## config.mk

```make
export PLATFORM = sky130hd
export DESIGN_NAME = counting_sort
export DESIGN_NICKNAME = d
export VERILOG_FILES = /design/src/design/cs_pkg.sv /design/src/design/counting_sort.sv /design/src/design/cs_ram.sv
export SDC_FILE = /design/constraint.sdc
export NUM_CORES = 2
export LEC_CHECK = 0
export BUFFER_PORTS_ARGS = -buffer_cell sky130_fd_sc_hd__buf_2
export CAP_MARGIN = 10
export CORE_UTILIZATION = 45
export DETAILED_ROUTE_END_ITERATION = 8
export PLACE_DENSITY = 0.72
export SYNTH_ARGS = -nofsm -noshare
export SYNTH_HDL_FRONTEND = slang
export SYNTH_HIERARCHICAL = 1
export SYNTH_SLANG_ARGS = --single-unit
```

## constraint.sdc

```tcl
create_clock -name clk -period 20.4 [get_ports clk]
set_input_delay 2.04 -clock clk [delete_from_list [all_inputs] [get_ports clk]]
set_output_delay 2.04 -clock clk [all_outputs]
set_load 0.01 [all_outputs]
```

## src/design/cs_pkg.sv

```systemverilog
// Package: sizes and the state encoding for the counting sort block.
`timescale 1ns / 1ps
package cs_pkg;

  localparam int KEY_VALUES = 256;
  localparam int MAX_ITEMS  = 64;

  localparam int KEY_W    = 8;
  localparam int CNT_W    = 7;
  localparam int ADDR_W   = $clog2(KEY_VALUES);
  localparam int HELD_W   = $clog2(MAX_ITEMS + 1);

  typedef logic [KEY_W-1:0]  key_t;
  typedef logic [CNT_W-1:0]  cnt_t;
  typedef logic [ADDR_W-1:0] addr_t;
  typedef logic [HELD_W-1:0] held_t;

  typedef enum logic [6:0] {
    S_CLEAR = 7'b0000001,
    S_IDLE  = 7'b0000010,
    S_INC   = 7'b0000100,
    S_RD    = 7'b0001000,
    S_LOAD  = 7'b0010000,
    S_EMIT  = 7'b0100000,
    S_EMPTY = 7'b1000000
  } state_t;

endpackage

```

## src/design/counting_sort.sv

```systemverilog
// Top level of the counting sort block: histogram sequencer and result register.
`timescale 1ns / 1ps
// Counting sort of 8-bit keys. Send keys one word at a time on the item
// channel, marking the final key of a set with last_item. For each counted key
// its histogram bucket is read from the RAM as the key is taken and the
// incremented count is written back in S_INC, so item_stall is high on the
// cycle after it; a dropped key writes nothing. After the last key the block
// walks the buckets from zero up to the largest key seen: each bucket is read
// in S_RD and cleared in S_LOAD, then yields its results one word at a time in
// S_EMIT as the output register frees, in ascending order on the result
// channel with last_result on the final word and overflow set there if any
// key was dropped because the set exceeded MAX_ITEMS keys. A set whose keys
// were all dropped yields a single word with key 0, last_result 1 and
// overflow 1. After reset the histogram RAM is cleared in a pass over all
// KEY_VALUES (256) buckets, during which no key is taken. A finished word
// waits in the output register while the block takes keys of the next set.
module counting_sort (
  input  logic               clk,
  input  logic               rst,
  input  logic               item_valid,
  output logic               item_stall,
  input  cs_pkg::key_t       key_value,
  input  logic               last_item,
  output logic               result_valid,
  input  logic               result_stall,
  output cs_pkg::key_t       sorted_key,
  output logic               last_result,
  output logic               overflow
);
  import cs_pkg::*;

  state_t state;
  addr_t  idx;
  addr_t  key_reg;
  logic   last_reg;
  cnt_t   cnt;
  key_t   largest_key;
  held_t  items_held;
  logic   dropped_flag;

  logic   ram_we;
  addr_t  ram_waddr;
  cnt_t   ram_wdata;
  addr_t  ram_raddr;
  cnt_t   ram_rdata;

  logic   accept;
  logic   drop;
  logic   out_free;
  logic   at_largest;
  logic   load_word;

  assign item_stall = (state != S_IDLE);
  assign accept     = item_valid && !item_stall;
  assign drop       = (32'(key_value) >= KEY_VALUES) || (32'(items_held) >= MAX_ITEMS);
  assign out_free   = !result_valid || !result_stall;
  assign at_largest = (idx == ADDR_W'(largest_key));
  assign load_word  = ((state == S_EMIT) || (state == S_EMPTY)) && out_free;

  always_comb begin
    ram_we    = 1'b0;
    ram_waddr = idx;
    ram_wdata = '0;
    ram_raddr = (state == S_IDLE) ? ADDR_W'(key_value) : idx;
    case (state)
      S_CLEAR: ram_we = 1'b1;
      S_INC: begin
        ram_we    = 1'b1;
        ram_waddr = key_reg;
        ram_wdata = ram_rdata + cnt_t'(1);
      end
      S_LOAD:  ram_we = 1'b1;
      default: ram_we = 1'b0;
    endcase
  end

  cs_ram #(
    .WIDTH(CNT_W),
    .DEPTH(KEY_VALUES)
  ) u_hist (
    .clk   (clk),
    .we    (ram_we),
    .waddr (ram_waddr),
    .wdata (ram_wdata),
    .raddr (ram_raddr),
    .rdata (ram_rdata)
  );

  always_ff @(posedge clk) begin
    if (rst) begin
      state        <= S_CLEAR;
      idx          <= '0;
      largest_key  <= '0;
      items_held   <= '0;
      dropped_flag <= 1'b0;
      result_valid <= 1'b0;
    end else begin
      if (load_word) begin
        result_valid <= 1'b1;
      end else if (result_valid && !result_stall) begin
        result_valid <= 1'b0;
      end
      case (state)
        S_CLEAR: begin
          if (idx == addr_t'(KEY_VALUES - 1)) begin
            idx   <= '0;
            state <= S_IDLE;
          end else begin
            idx <= idx + addr_t'(1);
          end
        end
        S_IDLE: begin
          if (accept) begin
            key_reg  <= ADDR_W'(key_value);
            last_reg <= last_item;
            idx      <= '0;
            if (!drop) begin
              state <= S_INC;
              if (key_value > largest_key) begin
                largest_key <= key_value;
              end
            end else begin
              dropped_flag <= 1'b1;
              if (last_item) begin
                state <= (items_held == '0) ? S_EMPTY : S_RD;
              end
            end
          end
        end
        S_INC: begin
          items_held <= items_held + held_t'(1);
          state      <= last_reg ? S_RD : S_IDLE;
        end
        S_RD:    state <= S_LOAD;
        S_LOAD: begin
          // bucket is cleared by the write issued in this cycle
          cnt <= ram_rdata;
          if (ram_rdata != '0) begin
            state <= S_EMIT;
          end else begin
            idx   <= idx + addr_t'(1);
            state <= S_RD;
          end
        end
        S_EMIT: begin
          if (out_free) begin
            sorted_key   <= KEY_W'(idx);
            last_result  <= at_largest && (cnt == cnt_t'(1));
            overflow     <= at_largest && (cnt == cnt_t'(1)) && dropped_flag;
            cnt          <= cnt - cnt_t'(1);
            if (cnt == cnt_t'(1)) begin
              if (at_largest) begin
                idx          <= '0;
                largest_key  <= '0;
                items_held   <= '0;
                dropped_flag <= 1'b0;
                state        <= S_IDLE;
              end else begin
                idx   <= idx + addr_t'(1);
                state <= S_RD;
              end
            end
          end
        end
        S_EMPTY: begin
          if (out_free) begin
            sorted_key   <= '0;
            last_result  <= 1'b1;
            overflow     <= 1'b1;
            largest_key  <= '0;
            items_held   <= '0;
            dropped_flag <= 1'b0;
            state        <= S_IDLE;
          end
        end
        default: state <= S_CLEAR;
      endcase
    end
  end

`ifndef SYNTHESIS
  a_held_cap: assert property (@(posedge clk) disable iff (rst)
    32'(items_held) <= MAX_ITEMS)
    else $error("histogram holds more keys than capacity");

  a_emit_cnt: assert property (@(posedge clk) disable iff (rst)
    (state == S_EMIT) |-> (cnt != '0))
    else $error("emitting from an empty bucket");

  a_ovf_last: assert property (@(posedge clk) disable iff (rst)
    (result_valid && overflow) |-> last_result)
    else $error("overflow flagged on a word that is not the last");

  a_set_clear: assert property (@(posedge clk) disable iff (rst)
    (result_valid && last_result && $rose(result_valid)) |-> (items_held == '0))
    else $error("set state not cleared after final word");
`endif

endmodule

```

## src/design/cs_ram.sv

```systemverilog
// Generic single-write, single-read RAM with registered read data.
`timescale 1ns / 1ps
module cs_ram #(
  parameter int WIDTH = 8,
  parameter int DEPTH = 256
) (
  input  logic                     clk,
  input  logic                     we,
  input  logic [$clog2(DEPTH)-1:0] waddr,
  input  logic [WIDTH-1:0]         wdata,
  input  logic [$clog2(DEPTH)-1:0] raddr,
  output logic [WIDTH-1:0]         rdata
);

  logic [WIDTH-1:0] mem [DEPTH];

  always_ff @(posedge clk) begin
    if (we) begin
      mem[waddr] <= wdata;
    end
    rdata <= mem[raddr];
  end

endmodule
```

Word-level counts from Yosys, hierarchy flattened. Memories as Yosys holds them, arrays and structs flattened. A register that Yosys moved wholly into a read port is not among the register bits. Cells that the tools add are included.

Register bits after elaboration: 58. Bits in latches: 0. RAM bits: 1792. Bits in read-only memories: 0. Input port bits: 13. Output and inout port bits: 12. Word-level logic and storage cells: 125. Memories: 1.

Add/subtract/negate cells: 4. Multipliers: 0. Div/mod/pow operators: 0. $lt $le $gt $ge: 2. Equal/unequal tests: 22. Shift operators: 0. Mux-type cells: 56. Bitwise gates (word level): 1. Reduce and logical (&&, ||, !) cells: 27.

Memory list: u_hist.mem (words 256, width 7, read ports 1, clocked after Yosys merged registers in 1, write ports 1, RTL line cs_ram.sv:15) `logic [WIDTH-1:0] mem [DEPTH];`.

Operators by type and width (count): two-way mux 8 bit (16); two-way mux 7 bit (14); one-hot mux 7 bit (7 select lines) (1); one-hot mux 8 bit (4 select lines) (1); one-hot mux 8 bit (3 select lines) (1); one-hot mux 7 bit (3 select lines) (1); != test 2 bit, second input constant (8); one-hot mux 8 bit (2 select lines) (1); adder 7 x 1 -> 7 bit, second input constant (2); equality test 7 x 1 -> 1 bit, second input constant (2); two-way mux 1 bit (14); one-hot mux 7 bit (2 select lines) (1); AND reduction 5 bit (2); adder 8 x 1 -> 8 bit, second input constant (1); equality test 8 bit (1); equality test 8 bit, second input constant (1); greater-than comparator 8 bit (1); two-way mux 4 bit (2); AND reduction 8 bit (1); equality test 7 x 2 -> 1 bit, second input constant (1); equality test 7 x 3 -> 1 bit, second input constant (1); equality test 7 x 4 -> 1 bit, second input constant (1); equality test 7 x 5 -> 1 bit, second input constant (1); equality test 7 x 6 -> 1 bit, second input constant (1); 23 further kinds (36).

Logic depth before layout (Yosys ltp).
Depth after elaboration: 6. Mapped depth: 18. Gate-level depth less buffers: 11.

Cells and area by module. The synthesis kept the hierarchy.

By module, submodules not included: cs_ram (instances 1, cells each 3381, area an instance 70197.3 µm², seq. area each 53951.7 µm²); counting_sort (instances 1, cells each 383, area an instance 3395.8 µm², seq. area each 1421.4 µm²).

Worst setup path before layout. No wires, ideal clock.

Kind: reg2reg. Start: register state[0]. End: memory u_hist/mem[0][6] (netlist name), data pin. Library setup time: 1396 ps. Arrival time: 7076 ps. Required time: 19004 ps. Setup slack: 11928 ps. Cell stages (with the launch flop): 5. Buffers on the path: 1. Clock period less this slack: 8472 ps. Cells stage by stage: dfxtp_1 > nor3_1 > nand4b_1 > clkbuf_1 > nor2_1.

Cells in the longest elaborated chain, start to end: 2.

RTL lines: from (decl) (RTL line counting_sort.sv:32) `state_t state;`; from (signal assigned) (RTL line counting_sort.sv:125) `state <= (items_held == '0) ? S_EMPTY : S_RD;`; from (signal assigned) (RTL line counting_sort.sv:132) `state <= last_reg ? S_RD : S_IDLE;`; equality test 7 x 3 -> 1 bit (RTL line counting_sort.sv:65) `case (state)`; two-way mux 7 bit (RTL line counting_sort.sv:65); net ram_wdata[6] (RTL line counting_sort.sv:43) `cnt_t ram_wdata;`; to (decl) (RTL line cs_ram.sv:15).

The timed path passes the listed nets, and every way through them passes these cells.

Final worst setup path.
Start: register state[6]. End: register u_hist.rdata[5], read port of u_hist.mem.

Cells in the longest elaborated chain, start to end: 2.

RTL lines: equality test 7 x 2 -> 1 bit (RTL line counting_sort.sv:64) `ram_raddr = (state == S_IDLE) ? ADDR_W'(key_value) : idx;`; two-way mux 8 bit (RTL line counting_sort.sv:64); net ram_raddr[0] (RTL line counting_sort.sv:44) `addr_t ram_raddr;`; to (decl) (RTL line cs_ram.sv:12) `output logic [WIDTH-1:0] rdata`.

The timed path passes the listed nets, and every way through them passes these cells. A chain may end at the register's enable or synchronous reset.

==> run metrics <==
CTS buffer count=between 150 and 200; DR top layer=met5; Gates resized, CTS repair=0; CP max stage delay=0.88 ns; IO Port Bufs=24; Max H-tree Level=4; GRT Util Overall=21.2%; io pins=25; hold_buf cts=0; Pleak=28.5 nW; synth-to-layout area growth=10.6%; total of max-cap violations=0; Vias=37800; Detail Route Antenna Nets=0; Cell variety after synth=between 70 and 80; largest net degree at the start of global routing=about 260; Final Max Tran Viols=0; Worst Hold Class=flip-flop to flip-flop; Synth Register Bits=1857; Top reg by flops=u_hist/mem; worst path required time=21.03 ns; postcts setup bufs=0; crit path launch type=flip-flop; fin nets=between 3000 and 4000; status=finished with violations; Top cell by count, worst path=buf_4; final instance area=0.0814 mm²; CTS tree=done; post-DR wirelength/cell=~28 µm; post-detail-place hpwl=104000 µm; unrepaired setup endpoints after global routing=false; first-pass GRT wire length=256000 µm; WL met3=17600 µm; share of layout cells above drive strength 1=between 10% and 20%; WL final=between 150000 and 200000 µm; failing checks=design-rule violations; Worst-path clk slew=0.06 ns; DRC=2; main combinational cell family by area after synthesis=multiplexers; post-synthesis mux area share=14.1%; Placement Setup Slack=11.96 ns; pwr dens=106 mW/mm²; post-synthesis xor/xnor area fraction=0.250%; syn_area_per_cell=19.6 µm²; yosys warns=6; Pre-antenna DRT Iters=9; Seq/Total Area, Yosys=around 75%; Area after DPL=between 0.07 and 0.08 mm²; worst-margin pin slew=1.32 ns; total congestion overflow=0; critical-path cell list=nor4_1, and3_1, nand2_1, o21ai_4, buf_12, buf_4, buf_4, buf_4, buf_4, mux4_2, a22o_1, a221oi_1, o22ai_1, nor3_1, nor4_1; final setup TNS=0 ns; total core area=0.163 mm²; routed wire length on met2=between 80000 and 90000 µm; worst IR drop on VDD=0.0000885 V; vias in the first global route=37100; total power=about 8.6 mW; commonest non-fill, non-tap cell in the layout=edfxtp_1; Max Freq=123 MHz; Mapped Area=between 0.07 and 0.08 mm²; Main synth FF type=edfxtp_1; height of the die=between 400 and 500 µm; DRT iter0 DRCs=5077; row count=~150; die width=406 µm; Clk Latency, worst-skew pair=0.81 ns; GP Congestion=0.867; CP Class=flip-flop to flip-flop; Post-Synth Simple-Gate Area=under 10%; Slew headroom=~11%; M1 WL=67900 µm; Hold Vio Cnt, Final=0; Clock Sink Count=1857; Initial Util=between 40% and 50%; slack of the critical path=12.28 ns; commonest cells after routing, fill and taps aside=1818 x edfxtp_1, 380 x mux4_2, 316 x nor2_1; Clock Skews=~0.037 ns; Cells after Synth=3764; Vias/cell=6.14; Mapped Nets=3792; CP Max Fanout=80; Post-Synth Adder-Cell Area=less than 1%; post-synthesis async set-or-reset flop share=0%; Worst EP arrival=8.75 ns; final worst path period need=between 8 and 9 ns; Final period util=roughly two fifths; # setup viols final=0; Synth Area in Compound Gates=between 3 and 4%; initial antenna violation count=5; deepest clock path buffer count=3; number of flops mapped to enable cells by yosys=1818; Root Buffer=clkbuf_16; die area=about 0.17 mm²; CP Capture Type=flip-flop; max reg flops=1792; critical path's slowest cell=and3_1
[power breakdown]
part,total (mW),leakage [nW],switching [mW],internal [mW]
Combinational,1.18,4.93,0.719,0.458
Clock,3.20,2.76,1.41,1.79
Sequential,4.21,20.8,0.0464,4.16
Total,8.59,28.5,2.17,6.41
[final timing paths]
check / from / endpoint / slack (ns) / cells past startpoint
worst min register to register: items_held[5]$_SDFFE_PP0P_ / items_held[5]$_SDFFE_PP0P_ / 0.49 / 1
worst max-delay path: state[6]$_SDFFE_PP0P_ / u_hist/rdata[5]$_DFF_P_ / 12.28 / 15
worst min-delay path: items_held[5]$_SDFFE_PP0P_ / items_held[5]$_SDFFE_PP0P_ / 0.49 / 1
worst max register to register: state[6]$_SDFFE_PP0P_ / u_hist/rdata[5]$_DFF_P_ / 12.28 / 15
[critical path, delay by kind of cell (launching register included)]
kind	cells	cell delay (ns)
buffers and inverters	5	3.59
AND/OR/NAND/NOR	5	2.38
AO/OA/AOI/OAI	4	0.78
multiplexers	1	0.61
flip-flops	1	0.40
[per-layer routing]
metal	up-vias	GRT usage (%)
li1	15600	-
met1	19800	29.5
met2	2089	33.4
met3	311	4.29
met4	4	7.82
met5	-	0
[cell families after synthesis]
logic type               count (synthesis)
AO/OA/AOI/OAI                          370
XOR/XNOR                                21
adder cells (fa/ha/maj)                 15
buffers and inverters                  247
flip-flops                            1857
multiplexers                           547
AND/OR/NAND/NOR                        707
[synth_stat cells, types with 20 or more instances]
master,count,area [µm²]
nand2b_1,22,138
a22oi_1,62,465
dfxtp_1,39,781
mux4_2,380,8560
a221oi_1,20,175
nor3_1,52,260
o22ai_1,68,425
edfxtp_1,1818,54600
buf_2,47,235
nor4_1,39,244
nand3_1,57,285
buf_4,22,165
a21oi_1,59,295
buf_6,24,270
inv_1,23,86.3
nand2_1,125,469
a22o_1,22,193
nor2_1,323,1210
clkbuf_1,102,383
mux2i_1,155,1550
o21ai_0,38,190
[final cells by class]
class	count	area, µm²
multi-input combinational	1660	16800
clock buffer	214	4630
inverter	24	90.1
clock inverter	118	1030
sequential	1857	55400
antenna	1	2.50
tap	2175	2720
fill	12800	81200
timing repair buffer	102	748
[metrics by stage]
stage	instances	utilization (%)	hold slack, ns
floorplan	3764	-	0.448
global placement	5815	46.6	0.469
detailed placement	5817	46.6	0.478
CTS	6149	50.1	0.491
global route	6151	50.1	0.528
finish	6151	50.1	0.489
Note: power is estimated with default switching activity, not from simulation.
